==> config.mk <==
export PLATFORM = sky130hd
export DESIGN_NAME = led_blink_breath_effect_engine
export DESIGN_NICKNAME = d
export VERILOG_FILES = /design/src/rtl/lbe_pkg.sv /design/src/rtl/led_blink_breath_effect_engine.sv /design/src/rtl/lbe_div.sv /design/src/rtl/lbe_datapath.sv /design/src/rtl/lbe_ctrl.sv
export SDC_FILE = /design/constraint.sdc
export NUM_CORES = 1
export LEC_CHECK = 0
export ABC_AREA = 1
export BUFFER_PORTS_ARGS = -buffer_cell sky130_fd_sc_hd__buf_2
export CORE_MARGIN = 2
export CORE_UTILIZATION = 35
export CTS_BUF_LIST = sky130_fd_sc_hd__clkbuf_16
export DETAILED_ROUTE_END_ITERATION = 10
export PLACE_DENSITY = 0.51
export SYNTH_ARGS = -nofsm -noshare
export SYNTH_HDL_FRONTEND = slang
export SYNTH_SLANG_ARGS = --single-unit
export TNS_END_PERCENT = 50
==> constraint.sdc <==
create_clock -name clk -period 6.9 [get_ports clk]
set_input_delay 0.69 -clock clk [delete_from_list [all_inputs] [get_ports clk]]
set_output_delay 0.69 -clock clk [all_outputs]
set_load 0.02 [all_outputs]
==> src/rtl/lbe_pkg.sv <==
// Package for the LED blink/breath effect engine: payload structs, codes,
// controller-to-datapath command and datapath-to-controller status structs. No dependencies.
package lbe_pkg;

  localparam logic [7:0] FullLevel = 8'd255;

  typedef enum logic [2:0] {
    CMD_TICK    = 3'd0,
    CMD_SET     = 3'd1,
    CMD_TOGGLE  = 3'd2,
    CMD_LEVEL   = 3'd3,
    CMD_COLOR   = 3'd4,
    CMD_BLINK   = 3'd5,
    CMD_BREATH  = 3'd6,
    CMD_UNUSED  = 3'd7
  } cmd_code_t;

  localparam logic [1:0] MODE_NONE   = 2'd0;
  localparam logic [1:0] MODE_BLINK  = 2'd1;
  localparam logic [1:0] MODE_BREATH = 2'd2;

  localparam logic [2:0] DRV_NONE    = 3'd0;
  localparam logic [2:0] DRV_ONOFF   = 3'd1;
  localparam logic [2:0] DRV_LEVEL   = 3'd2;
  localparam logic [2:0] DRV_COLOR   = 3'd3;
  localparam logic [2:0] DRV_MISSING = 3'd4;

  localparam logic [1:0] REG_STATE_OP = 2'd0;
  localparam logic [1:0] REG_LEVEL_OP = 2'd1;
  localparam logic [1:0] REG_RGB_OP   = 2'd2;

  typedef struct packed {
    logic [2:0]  cmd;
    logic        on_flag;
    logic [7:0]  level;
    logic [7:0]  red;
    logic [7:0]  green;
    logic [7:0]  blue;
    logic [15:0] period_time;
    logic [15:0] on_time;
    logic [7:0]  repeat_count;
    logic [15:0] elapsed_step;
  } lbe_in_t;

  typedef struct packed {
    logic [2:0] drive_kind;
    logic       drive_on;
    logic [7:0] drive_level;
    logic [7:0] drive_red;
    logic [7:0] drive_green;
    logic [7:0] drive_blue;
    logic       lit;
    logic [7:0] current_level;
    logic [1:0] effect_mode;
  } lbe_out_t;

  // controller -> datapath
  typedef struct packed {
    logic load;       // capture item, run immediate command
    logic div_start;  // start the serial divider for the current phase
    logic tick_fin;   // finish a tick from divider result
  } lbe_cmd_t;

  // datapath -> controller
  typedef struct packed {
    logic need_div;   // loaded item is a tick that needs division
    logic div_busy;
    logic ramp_div;   // second division (ramp) is required
  } lbe_stat_t;

endpackage

==> src/rtl/led_blink_breath_effect_engine.sv <==
// LED blink/breath effect engine, top level.
// Commands finish without the divider; a blink tick takes one pass of the 24-bit
// serial divider and a breath tick one or two (an idle or zero-step tick takes none).
// Throughput: one item at a time; the next input is accepted only after the result
// is taken. Reset (rst, synchronous): LED off, no effect, on/off op only.
// Depends on lbe_pkg, lbe_ctrl, lbe_datapath, lbe_div.
module led_blink_breath_effect_engine
  import lbe_pkg::*;
(
  input  logic       clk,
  input  logic       rst,
  input  logic       in_valid,
  output logic       in_ready,
  input  lbe_in_t    in_data,
  output logic       out_valid,
  input  logic       out_ready,
  output lbe_out_t   out_data,
  input  logic       cfg_valid,
  output logic       cfg_ready,
  input  logic [1:0] cfg_index,
  input  logic       cfg_data
);
  logic has_state_op, has_level_op, has_rgb_op;
  lbe_cmd_t  ctl;
  lbe_stat_t stat;

  assign cfg_ready = 1'b1;

  // configuration registers
  always_ff @(posedge clk) begin
    if (rst) begin
      has_state_op <= 1'b1; has_level_op <= 1'b0; has_rgb_op <= 1'b0;
    end else if (cfg_valid) begin
      unique case (cfg_index)
        REG_STATE_OP: has_state_op <= cfg_data;
        REG_LEVEL_OP: has_level_op <= cfg_data;
        REG_RGB_OP:   has_rgb_op   <= cfg_data;
        default: ;
      endcase
    end
  end

  lbe_ctrl u_ctrl (
    .clk, .rst, .in_valid, .in_ready, .out_valid, .out_ready, .stat, .ctl
  );

  lbe_datapath u_dp (
    .clk, .rst, .item(in_data), .ctl, .has_state_op, .has_level_op, .has_rgb_op,
    .stat, .result(out_data)
  );
endmodule

==> src/rtl/lbe_div.sv <==
// Shared restoring serial divider, one quotient bit per cycle.
// No package dependencies (no types used).
module lbe_div #(
  parameter int Width = 24
) (
  input  logic             clk,
  input  logic             rst,
  input  logic             start,
  input  logic [Width-1:0] dividend,
  input  logic [Width-1:0] divisor,
  output logic             busy,
  output logic [Width-1:0] quotient,
  output logic [Width-1:0] remainder
);
  localparam int CntW = $clog2(Width + 1);

  logic [CntW-1:0] count;
  logic [Width-1:0] dsr;
  logic [Width:0]  trial;

  assign trial = {remainder, quotient[Width-1]} - {1'b0, dsr};

  // shift-subtract loop
  always_ff @(posedge clk) begin
    if (rst) begin
      busy  <= 1'b0;
      count <= '0;
    end else if (start) begin
      busy      <= 1'b1;
      count     <= CntW'(Width);
      quotient  <= dividend;
      remainder <= '0;
      dsr       <= divisor;
    end else if (busy) begin
      if (trial[Width]) begin
        remainder <= {remainder[Width-2:0], quotient[Width-1]};
        quotient  <= {quotient[Width-2:0], 1'b0};
      end else begin
        remainder <= trial[Width-1:0];
        quotient  <= {quotient[Width-2:0], 1'b1};
      end
      count <= count - 1'b1;
      if (count == CntW'(1)) busy <= 1'b0;
    end
  end
endmodule

==> src/rtl/lbe_datapath.sv <==
// Datapath: LED state, effect registers, drive fallback and result register.
// Depends on lbe_pkg and lbe_div.
module lbe_datapath
  import lbe_pkg::*;
(
  input  logic      clk,
  input  logic      rst,
  input  lbe_in_t   item,
  input  lbe_cmd_t  ctl,
  input  logic      has_state_op,
  input  logic      has_level_op,
  input  logic      has_rgb_op,
  output lbe_stat_t stat,
  output lbe_out_t  result
);
  localparam int DivW = 24;

  logic [1:0]  mode;
  logic        lit_flag;
  logic [7:0]  level_now, held_red, held_green, held_blue;
  logic [15:0] blink_span, blink_lit_span, blink_phase;
  logic [7:0]  blink_limit, blink_periods_done;
  logic        blink_lit;
  logic [15:0] breath_span, breath_phase;
  lbe_in_t     it;
  logic        ramp_pass;
  lbe_out_t    drv_q;

  logic             div_start;
  logic [DivW-1:0]  div_a, div_b, div_q, div_r;
  logic             div_busy;

  lbe_div #(.Width(DivW)) u_div (
    .clk, .rst, .start(div_start), .dividend(div_a), .divisor(div_b),
    .busy(div_busy), .quotient(div_q), .remainder(div_r)
  );

  // drive fallback helpers
  function automatic lbe_out_t drv_onoff(input logic on, input logic s, input logic l,
                                         input logic c);
    lbe_out_t o;
    o = '0;
    if (s) begin o.drive_kind = DRV_ONOFF; o.drive_on = on; end
    else if (l) begin o.drive_kind = DRV_LEVEL; o.drive_level = on ? FullLevel : 8'd0; end
    else if (c) begin
      o.drive_kind  = DRV_COLOR;
      o.drive_red   = on ? FullLevel : 8'd0;
      o.drive_green = on ? FullLevel : 8'd0;
      o.drive_blue  = on ? FullLevel : 8'd0;
    end else o.drive_kind = DRV_MISSING;
    return o;
  endfunction

  function automatic lbe_out_t drv_level(input logic [7:0] lv, input logic s,
                                         input logic l);
    lbe_out_t o;
    o = '0;
    if (l) begin o.drive_kind = DRV_LEVEL; o.drive_level = lv; end
    else if (s) begin o.drive_kind = DRV_ONOFF; o.drive_on = (lv != 8'd0); end
    else o.drive_kind = DRV_MISSING;
    return o;
  endfunction

  logic [7:0] max_rgb;
  always_comb begin
    max_rgb = item.red;
    if (item.green > max_rgb) max_rgb = item.green;
    if (item.blue > max_rgb) max_rgb = item.blue;
  end

  // tick arithmetic operands
  logic [16:0] blink_total, breath_total;
  logic [15:0] half, ramp_num_t;
  logic [8:0]  done_sum;
  logic [15:0] q16;
  logic [7:0]  lv_calc;
  logic        on_calc;
  assign blink_total  = {1'b0, blink_phase} + {1'b0, it.elapsed_step};
  assign breath_total = {1'b0, breath_phase} + {1'b0, it.elapsed_step};
  assign half         = breath_span >> 1;
  assign ramp_num_t   = (div_r[15:0] < half) ? div_r[15:0] : breath_span - div_r[15:0];
  assign q16          = div_q[15:0];
  assign lv_calc      = (div_q > DivW'(255)) ? FullLevel : div_q[7:0];
  assign done_sum     = {1'b0, blink_periods_done} + {1'b0, q16[7:0]};
  assign on_calc      = div_r[15:0] < blink_lit_span;

  wire tick_live = (it.cmd == CMD_TICK) && (it.elapsed_step != 16'd0) &&
                   ((mode == MODE_BLINK && blink_span != 16'd0) ||
                    (mode == MODE_BREATH && breath_span != 16'd0));

  assign stat.need_div = tick_live;
  assign stat.div_busy = div_busy;
  assign stat.ramp_div = (mode == MODE_BREATH) && !ramp_pass && (half != 16'd0);

  // divider operand select: first pass modulo, second pass ramp scale
  always_comb begin
    div_start = ctl.div_start;
    if (ramp_pass) begin
      div_a = DivW'(ramp_num_t) * DivW'(255);
      div_b = DivW'(half);
    end else if (mode == MODE_BLINK) begin
      div_a = DivW'(blink_total);
      div_b = DivW'(blink_span);
    end else begin
      div_a = DivW'(breath_total);
      div_b = DivW'(breath_span);
    end
  end

  // state update
  always_ff @(posedge clk) begin
    if (rst) begin
      mode <= MODE_NONE; lit_flag <= 1'b0; level_now <= '0;
      held_red <= '0; held_green <= '0; held_blue <= '0;
      blink_span <= '0; blink_lit_span <= '0; blink_limit <= '0;
      blink_periods_done <= '0; blink_phase <= '0; blink_lit <= 1'b0;
      breath_span <= '0; breath_phase <= '0; ramp_pass <= 1'b0;
    end else if (ctl.load) begin
      it <= item;
      ramp_pass <= 1'b0;
      drv_q <= '0;
      unique case (cmd_code_t'(item.cmd))
        CMD_TICK: begin
          // zero stored period stops the effect
          if (item.elapsed_step != 16'd0 &&
              ((mode == MODE_BLINK && blink_span == 16'd0) ||
               (mode == MODE_BREATH && breath_span == 16'd0)))
            mode <= MODE_NONE;
        end
        CMD_SET, CMD_TOGGLE: begin
          logic on;
          on = (item.cmd == CMD_SET) ? item.on_flag : !lit_flag;
          mode <= MODE_NONE; lit_flag <= on;
          level_now <= on ? FullLevel : 8'd0;
          held_red <= on ? FullLevel : 8'd0;
          held_green <= on ? FullLevel : 8'd0;
          held_blue <= on ? FullLevel : 8'd0;
          drv_q <= drv_onoff(on, has_state_op, has_level_op, has_rgb_op);
        end
        CMD_LEVEL: begin
          mode <= MODE_NONE; level_now <= item.level;
          lit_flag <= item.level != 8'd0;
          drv_q <= drv_level(item.level, has_state_op, has_level_op);
        end
        CMD_COLOR: begin
          lbe_out_t o;
          o = '0;
          if (has_rgb_op) begin
            o.drive_kind = DRV_COLOR; o.drive_red = item.red;
            o.drive_green = item.green; o.drive_blue = item.blue;
          end else if (has_level_op) begin
            o.drive_kind = DRV_LEVEL; o.drive_level = max_rgb;
          end else if (has_state_op) begin
            o.drive_kind = DRV_ONOFF; o.drive_on = (max_rgb != 8'd0);
          end else o.drive_kind = DRV_MISSING;
          mode <= MODE_NONE;
          held_red <= item.red; held_green <= item.green; held_blue <= item.blue;
          level_now <= max_rgb; lit_flag <= max_rgb != 8'd0;
          drv_q <= o;
        end
        CMD_BLINK: begin
          if (item.period_time != 16'd0) begin
            logic [15:0] ls;
            ls = (item.on_time > item.period_time) ? item.period_time : item.on_time;
            mode <= MODE_BLINK; blink_span <= item.period_time;
            blink_lit_span <= ls; blink_limit <= item.repeat_count;
            blink_phase <= '0; blink_periods_done <= '0;
            blink_lit <= ls != 16'd0; lit_flag <= ls != 16'd0;
            level_now <= (ls != 16'd0) ? FullLevel : 8'd0;
            drv_q <= drv_onoff(ls != 16'd0, has_state_op, has_level_op, has_rgb_op);
          end
        end
        CMD_BREATH: begin
          if (item.period_time != 16'd0) begin
            mode <= MODE_BREATH; breath_span <= item.period_time;
            breath_phase <= '0; level_now <= '0; lit_flag <= 1'b0;
            drv_q <= drv_level(8'd0, has_state_op, has_level_op);
          end
        end
        CMD_UNUSED: ;
        default: ;
      endcase
    end else if (ctl.tick_fin) begin
      if (mode == MODE_BLINK) begin
        blink_phase <= div_r[15:0];
        if (blink_limit != 8'd0 && q16 != 16'd0 &&
            (q16[15:8] != 8'd0 || done_sum >= {1'b0, blink_limit})) begin
          blink_periods_done <= blink_limit;
          mode <= MODE_NONE; lit_flag <= 1'b0; level_now <= '0; blink_lit <= 1'b0;
          drv_q <= drv_onoff(1'b0, has_state_op, has_level_op, has_rgb_op);
        end else begin
          if (blink_limit != 8'd0 && q16 != 16'd0) blink_periods_done <= done_sum[7:0];
          if (on_calc != blink_lit) begin
            blink_lit <= on_calc; lit_flag <= on_calc;
            level_now <= on_calc ? FullLevel : 8'd0;
            drv_q <= drv_onoff(on_calc, has_state_op, has_level_op, has_rgb_op);
          end
        end
      end else if (!ramp_pass) begin
        // breath modulo pass done
        breath_phase <= div_r[15:0];
        if (half == 16'd0) begin
          if (level_now != FullLevel) begin
            level_now <= FullLevel; lit_flag <= 1'b1;
            drv_q <= drv_level(FullLevel, has_state_op, has_level_op);
          end
        end else ramp_pass <= 1'b1;
      end else begin
        ramp_pass <= 1'b0;
        if (lv_calc != level_now) begin
          level_now <= lv_calc; lit_flag <= lv_calc != 8'd0;
          drv_q <= drv_level(lv_calc, has_state_op, has_level_op);
        end
      end
    end
  end

  // status fields follow the state registers
  lbe_out_t status_view;
  always_comb begin
    status_view = drv_q;
    status_view.lit = lit_flag;
    status_view.current_level = level_now;
    status_view.effect_mode = mode;
  end

  assign result = status_view;
endmodule

==> src/rtl/lbe_ctrl.sv <==
// Controller state machine: sequences load, divider passes and result transfer.
// Depends on lbe_pkg.
module lbe_ctrl
  import lbe_pkg::*;
(
  input  logic      clk,
  input  logic      rst,
  input  logic      in_valid,
  output logic      in_ready,
  output logic      out_valid,
  input  logic      out_ready,
  input  lbe_stat_t stat,
  output lbe_cmd_t  ctl
);
  typedef enum logic [2:0] {S_IDLE, S_DECIDE, S_DSTART, S_DWAIT, S_FIN, S_OUT} state_t;
  state_t state;

  assign in_ready = (state == S_IDLE);

  always_comb begin
    ctl = '0;
    ctl.load      = in_valid && in_ready;
    ctl.div_start = (state == S_DSTART);
    ctl.tick_fin  = (state == S_FIN);
  end

  always_ff @(posedge clk) begin
    if (rst) begin
      state <= S_IDLE; out_valid <= 1'b0;
    end else begin
      unique case (state)
        S_IDLE:   if (in_valid) state <= S_DECIDE;
        S_DECIDE: if (stat.need_div) state <= S_DSTART;
                  else begin state <= S_OUT; out_valid <= 1'b1; end
        S_DSTART: state <= S_DWAIT;
        S_DWAIT:  if (!stat.div_busy) state <= S_FIN;
        S_FIN:    if (stat.ramp_div) state <= S_DSTART;
                  else begin state <= S_OUT; out_valid <= 1'b1; end
        S_OUT:    if (out_ready) begin state <= S_IDLE; out_valid <= 1'b0; end
        default:  state <= S_IDLE;
      endcase
    end
  end

  // no new item is accepted while a result is offered
  a_out_one: assert property (@(posedge clk) disable iff (rst)
    out_valid |-> !in_ready) else $error("out_valid while accepting");
  a_start_busy: assert property (@(posedge clk) disable iff (rst)
    ctl.div_start |=> stat.div_busy) else $error("divider did not start");
  a_drop: assert property (@(posedge clk) disable iff (rst)
    (out_valid && !out_ready) |=> out_valid) else $error("result dropped");
endmodule

Word-level counts from Yosys, hierarchy flattened

Index checks and enable logic that the tools add are counted.

Add/sub/neg operators: 6
$mul: 1
Magnitude comparators: 7
Eq/ne operators: 36
Multiplexer cells: 134
Bitwise logic cells: 2
Reduce and logical (&&, ||, !) cells: 68

Operator list:

| kind                                                                  | count |
|---|---|
| 47-bit 2-to-1 mux                                                     | 11 |
| 24-bit 2-to-1 mux                                                     | 12 |
| 8-bit 2-to-1 mux                                                      | 30 |
| 47-bit one-hot mux with 5 select lines                                | 1 |
| 16-bit 2-to-1 mux                                                     | 13 |
| 16-bit nonzero test                                                   | 8 |
| 32-bit 2-to-1 mux                                                     | 3 |
| 16-bit zero test                                                      | 3 |
| 8-bit one-hot mux with 5 select lines                                 | 1 |
| 8-bit nonzero test                                                    | 5 |
| 1-bit 2-to-1 mux                                                      | 36 |
| 16-bit by 16-bit adder with 17-bit output                             | 2 |
| 3-bit 2-to-1 mux                                                      | 11 |
| 25-bit by 16-bit subtractor with 25-bit output                        | 1 |
| 24-bit by 8-bit > comparator with 1-bit output, second input constant | 1 |
| 16-bit by 8-bit multiplier with 24-bit output, second input constant  | 1 |
| 3-bit one-hot mux with 6 select lines                                 | 1 |
| 17-bit 2-to-1 mux                                                     | 1 |
| 16-bit > comparator                                                   | 1 |
| 8-bit > comparator                                                    | 2 |
| 16-bit by 15-bit less-than comparator with 1-bit output               | 1 |
| 16-bit less-than comparator                                           | 1 |
| 16-bit subtractor                                                     | 1 |
| 3-bit equality test, second input constant                            | 5 |
| 42 further kinds                                                      | 102 |

Register bits: 241
Input bits: 100
Output and inout bits: 50
Word-level logic and storage cells: 286

Longest topological paths before layout

Depth after elaboration: 10
Depth in mapped cells: 42
Gate-level depth less buffers: 41

Modules after synthesis

Synthesis repeated with hierarchy kept, for this count alone.

Cells, all modules: 3103
Area, all modules: 21501.9 um2

By module, submodules not included:

| module                         | times used | cells an instance | area each (um2) | sequential area each (um2) |
|---|---|---|---|---|
| lbe_datapath                   | 1          | 2334              | 15940.3         | 3833.7 |
| lbe_div                        | 1          | 694               | 5116.2          | 2282.2 |
| lbe_ctrl                       | 1          | 51                | 295.3           | 80.1 |
| led_blink_breath_effect_engine | 1          | 24                | 150.1           | 60.1 |

Least setup slack after synthesis

OpenSTA, ideal clock, no wires.

Path type: register -> register
From: reg u_dp.u_div.remainder[0]
To: reg u_dp.u_div.quotient[23], data pin
Arrival: 6189 ps
Setup slack: 458 ps
Cell stages (with the launch flop): 32
Buffers on the path: 0
Cells stage by stage: edfxtp_1 ha_1 inv_1 fa_1 nand3_1 nand2_1 nand2_1 nand2_1 a21boi_0 o21ai_0 a21oi_1 o21ai_0 xnor2_1 nand2_1 o21ai_0 inv_1 fa_1 fa_1 fa_1 inv_1 fa_1 inv_1 ha_1 a21oi_1 o21ai_0 a21oi_1 nand3_1 a21oi_1 o21bai_1 or2_2 nand3_1 nand2_1

Cells in the longest elaborated chain, start to end: 5
Elaborated cells between the ends (all ways): 6

RTL lines:

| what                                                                                                | line               | RTL |
|---|---|---|
| start: declaration                                                                                  | lbe_div.sv:13      | `output logic [Width-1:0] remainder` |
| start signal: assignment                                                                            | lbe_div.sv:36      | `remainder <= {remainder[Width-2:0], quotient[Width-1]};` |
| start signal: assignment                                                                            | lbe_div.sv:39      | `remainder <= trial[Width-1:0];` |
| 16-bit subtractor / 16-bit by 15-bit less-than comparator with 1-bit output (equally long branches) | lbe_datapath.sv:81 | `assign ramp_num_t = (div_r[15:0] < half) ? div_r[15:0] : breath_span - div_r[15:0];` |
| 16-bit 2-to-1 mux *                                                                                 | lbe_datapath.sv:81 |  |
| 16-bit by 8-bit multiplier with 24-bit output *                                                     | lbe_datapath.sv:99 | `div_a = DivW'(ramp_num_t) * DivW'(255);` |
| 24-bit 2-to-1 mux *                                                                                 | lbe_datapath.sv:98 | `if (ramp_pass) begin` |
| 24-bit 2-to-1 mux *                                                                                 | lbe_div.sv:28      | `end else if (start) begin` |
| end signal: assignment                                                                              | lbe_div.sv:31      | `quotient <= dividend;` |
| end signal: assignment                                                                              | lbe_div.sv:37      | `quotient <= {quotient[Width-2:0], 1'b0};` |
| end signal: assignment                                                                              | lbe_div.sv:40      | `quotient <= {quotient[Width-2:0], 1'b1};` |
| end: declaration                                                                                    | lbe_div.sv:12      | `output logic [Width-1:0] quotient,` |

Every way passes the cells marked *; elsewhere a longest branch is shown, timed or not.
A chain may end at the register's enable or synchronous reset.

Final worst setup path

From: reg u_dp.breath_span[12]
To: reg u_dp.u_div.quotient[23], data pin

Cells in the longest elaborated chain, start to end: 5
Elaborated cells between the ends (all ways): 6

RTL lines:

| what                                                                                                | line                | RTL |
|---|---|---|
| start: declaration                                                                                  | lbe_datapath.sv:24  | `logic [15:0] breath_span, breath_phase;` |
| start signal: assignment                                                                            | lbe_datapath.sv:117 | `breath_span <= '0; breath_phase <= '0; ramp_pass <= 1'b0;` |
| start signal: assignment                                                                            | lbe_datapath.sv:175 | `mode <= MODE_BREATH; breath_span <= item.period_time;` |
| 16-bit subtractor / 16-bit by 15-bit less-than comparator with 1-bit output (equally long branches) | lbe_datapath.sv:81  |  |
| 16-bit 2-to-1 mux *                                                                                 | lbe_datapath.sv:81  |  |
| 16-bit by 8-bit multiplier with 24-bit output *                                                     | lbe_datapath.sv:99  |  |
| 24-bit 2-to-1 mux *                                                                                 | lbe_datapath.sv:98  |  |
| 24-bit 2-to-1 mux *                                                                                 | lbe_div.sv:28       |  |

Marked as above.

==> results by group <==
Drt
  – DRT Wirelength: 63.9 mm
  – DRC errors left: 0
  – Post-DR wirelength/cell: 17.3 um
  – Iteration-0 DRC Markers: 1331
  – Number of iterations in the first detailed-routing pass: 7
  – Antenna-violating nets left: 0
  – Via count: 18900
  – Vias per cell: 5.10

Worst setup path
  – Startpoint of the most critical register-to-register path: u_dp.breath_span[12]$_SDFFE_PP0P_
  – Register-to-register setup slack: 0.38 ns
  – Startpoint types: flop
  – Crit Path Category: flop to flop
  – Worst path arrival time: 6.86 ns
  – Required arrival time at the worst endpoint: 7.24 ns
  – Cells on worst reg2reg path: 24
  – Peak fanout along the critical path: 15
  – Reg-to-reg critical path endpoint: u_dp.u_div.quotient[23]$_DFFE_PP_
  – Type of element capturing the critical path: flop

STA
  – Max_slew headroom: 22.3%
  – Hold Violations, Final: 0
  – Tcrit/Tclk final: 94.5%
  – Final worst clock skew: 0.0279 ns
  – Slew at the pin with the worst max-slew slack: 1.16 ns
  – Setup repair after global routing missed its margin: yes
  – Minimum clock period after layout: 6.52 ns
  – Final setup violating endpoints: 0
  – Worst hold slack: 0.307 ns
  – Setup slack of the critical path after layout: 0.382 ns
  – Upper clock frequency limit: 0.153 GHz
  – Max-slew violations: 0

Power
  – Power Internal: 3.75 mW
  – Static leakage: 11.0 nW
  – Worst ir drop on vdd: 228 uV
  – Switching power as a share of total power: 43.2%
  – Clk network pwr share: 24.8%
  – Tot Pwr: 6.60 mW
  – Sequential share of power: 25.2%
  – Net Sw Power: 2.85 mW
  – PD cells: 290 nW/um^2
  – Relative contribution of combinational cells to total power: 50.0%

Final layout
  – Area growth, synth to finish: 13.9%
  – Share of layout cells above drive strength 1: 10.7%
  – Final core utilization: 40.4%
  – Nets: 3252
  – Post-route design area: 22800 sq um
  – ANT cells: 0

Floorplanning
  – DIE AREA: 59000 sq um
  – Top Ports: 150
  – Floorplan Core Area: 56400 sq um
  – Height of the chip: 243 um
  – Cell row count: 87
  – Initial core utilization: 35.4%
  – Horiz. Die Dim: 243 um

Job
  – Max-cap violations: 0

Yosys
  – Most numerous cell types in the synthesized netlist: 626 x nand2_1, 461 x inv_1, 306 x a21oi_1
  – Cell with the most instances after synthesis: nand2_1
  – Mapped Avg Cell Area: 7.20 sq um
  – Net count of the mapped netlist: 3111
  – Synth top area share: 17.9%
  – Top cell type by total area after synthesis: edfxtp_1
  – Share of async-settable or async-resettable flops after synthesis: 0%
  – Cell variety after synth: 59
  – EDFF count, synth: 119
  – Seq/Total Area, Yosys: 30.1%
  – Top cells by area in the synthesized netlist: edfxtp_1 18%, dfxtp_1 12%, nand2_1 12%
  – Post-synthesis instance total: 2776
  – Netlist area before placement: 20000 sq um
  – Commonest register cell after synthesis: dfxtp_1
  – Total number of yosys warnings: 0
  – Number of register bits inferred by synthesis: 241

Clock tree
  – Number of buffers inserted during clock tree synthesis: 30
  – Clock-pin slew of the registers on the worst-case setup and hold paths: 0.06 ns
  – H-tree Lvls: 1
  – Cell at the root of the clock tree: clkbuf_16
  – Clk sink count: 241
  – Source-to-sink clock delay at the later pin of the worst-skew pair: 0.60 ns
  – CTS tree: yes
  – Number of buffers on the longest clock path: 3

GRT
  – GRT Total Usage: 21.1%
  – Antenna violations before repair: 0
  – Wire length of the first global-routing pass: 99.3 mm
  – Pin count of the biggest net entering global routing: 67
  – Total global routing overflow: 0
  – Number of global-route vias before repair: 18100

Worst hold path
  – Startpoint of the tightest hold check path: in_data[14]
  – Worst hold path class: input port to flop
  – Hold path cells: 1
  – Hold Path Sink: u_dp.it[14]$_DFFE_PP_

Placed design
  – Final RePlAce weighted congestion: 0.932
  – Setup slack at placement: 0.0625 ns
  – Count of input and output buffers: 148
  – Total cell area at the placement stage: 21600 sq um
  – Detail Placement HPWL: 50.3 mm

Outcome
  – Status: completed
## routing by layer
| metal | routed length [um] | up-vias | GRT usage, % |
|---|---|---|---|
| met4 | 1820 | 0 | 5.65 |
| met2 | 30900 | 417 | 36.6 |
| met1 | 28500 | 8879 | 27.6 |
| met5 | 0 | - | 0 |
| li1 | - | 9456 | - |
| met3 | 2690 | 103 | 2.38 |
## cell type report
cell class,count,area [sq um]
Clock buffer,33,826
Clock inverter,23,191
Fill cell,6034,33600
Inverter,470,1760
Multi-Input combinational cell,1975,11900
Sequential cell,241,6020
Tap cell,756,946
Timing Repair Buffer,199,1120
## kinds of logic (layout without fill, tap and decap cells)
kind of cell,Yosys count,after routing,synth area share (%)
AND/OR/NAND/NOR,1060,1060,22.5
AO/OA/AOI/OAI,626,626,17.0
buffers and inverters,560,725,11.0
flip-flops,241,241,30.1
adder cells (fa/ha/maj),235,235,17.1
XOR/XNOR,53,53,2.32
other,1,1,0.0188
## stage by stage
stage,setup TNS (ns),cells
after floorplan,0,2776
after global placement,0,3632
after detailed placement,0,3632
after CTS,0,3688
after global routing,-0.0976,3697
final,0,3697
## power by group through the flow
stage	Sequential (mW)	Clock, mW	Combinational (mW)
detailed placement	1.69	0	3.07
global placement	1.69	0	3.08
global route	1.67	1.72	3.75
floorplan	1.72	0	2.21
CTS	1.66	1.68	3.09
finish	1.66	1.64	3.30
## placed cells by master, fill, tap and decap left out, types with 6 or more instances in the layout
master | netlist | layout
nand2_1 | 626 | 622
buf_2 | 12 | 148
buf_4 | 6 | 51
xnor2_1 | 28 | 28
and2_1 | 8 | 8
o21bai_1 | 11 | 11
nand4_1 | 38 | 38
clkbuf_16 | 0 | 33
nand3_1 | 153 | 153
o21ai_2 | 4 | 6
a21oi_2 | 0 | 6
o221ai_1 | 7 | 7
nor2_2 | 4 | 8
nor2_1 | 156 | 151
clkinv_1 | 3 | 11
nand2_2 | 8 | 11
a31oi_1 | 13 | 13
o22ai_1 | 9 | 9
o211ai_1 | 15 | 15
ha_1 | 172 | 169
dfxtp_1 | 122 | 122
inv_1 | 461 | 461
xor2_1 | 25 | 25
inv_2 | 6 | 8
o21ai_1 | 17 | 24
nor4_1 | 24 | 22
nor3_1 | 21 | 21
a21oi_1 | 306 | 300
o21ai_0 | 208 | 199
fa_1 | 63 | 62
edfxtp_1 | 119 | 119
or2_2 | 11 | 11
## state kept, by name (all words and copies together) (netlist names), 3 cells and up
register,cells
u_dp.blink_lit_span,16
u_dp.u_div.count,5
u_dp.u_div.remainder,24
u_dp.level_now,8
u_dp.it,19
u_dp.blink_periods_done,8
u_dp.blink_span,16
u_dp.u_div.dsr,16
u_dp.blink_limit,8
u_dp.blink_phase,16
u_dp.breath_phase,16
u_dp.breath_span,16
u_dp.u_div.quotient,24
u_ctrl.state,3
u_dp.result,36
## worst max path at each step
stage / to / start
2_1_floorplan: u_dp.u_div.quotient[23]$_DFFE_PP_ / u_dp.u_div.remainder[0]$_SDFFCE_PP0P_
3_3_place_gp: u_dp.u_div.quotient[23]$_DFFE_PP_ / u_dp.breath_span[0]$_SDFFE_PP0P_
3_5_place_dp: u_dp.u_div.quotient[23]$_DFFE_PP_ / u_dp.u_div.remainder[1]$_SDFFCE_PP0P_
4_1_cts: u_dp.u_div.quotient[23]$_DFFE_PP_ / u_dp.u_div.remainder[1]$_SDFFCE_PP0P_
5_1_grt: u_dp.u_div.quotient[23]$_DFFE_PP_ / u_dp.breath_span[0]$_SDFFE_PP0P_
6_report: u_dp.u_div.quotient[23]$_DFFE_PP_ / u_dp.breath_span[12]$_SDFFE_PP0P_
## worst max-delay path, cell delays in order, from the launching register on
cell      delay [ns]
dfxtp_1         0.43
inv_1           0.12
ha_1            0.31
a21oi_1         0.15
o31ai_1         0.10
a211oi_1        0.44
nand2_4         0.22
buf_4           0.18
o21ai_1         0.47
fa_1            0.58
fa_1            0.52
fa_1            0.54
inv_1           0.05
fa_1            0.53
inv_1           0.04
ha_1            0.35
a21oi_1         0.24
o21ai_2         0.10
a21oi_1         0.15
nand3_1         0.12
a21oi_1         0.14
o21bai_1        0.08
or2_2           0.27
nand3_1         0.07
nand2_1         0.06
## repair_timing
action | 4_1_cts | 5_1_grt
hold buffers | 0 | 0
buffers inserted | 0 | 9
setup endpoints to repair | 0 | 9
gates resized for setup | 0 | 32
Note: power is estimated with default switching activity, not from simulation.
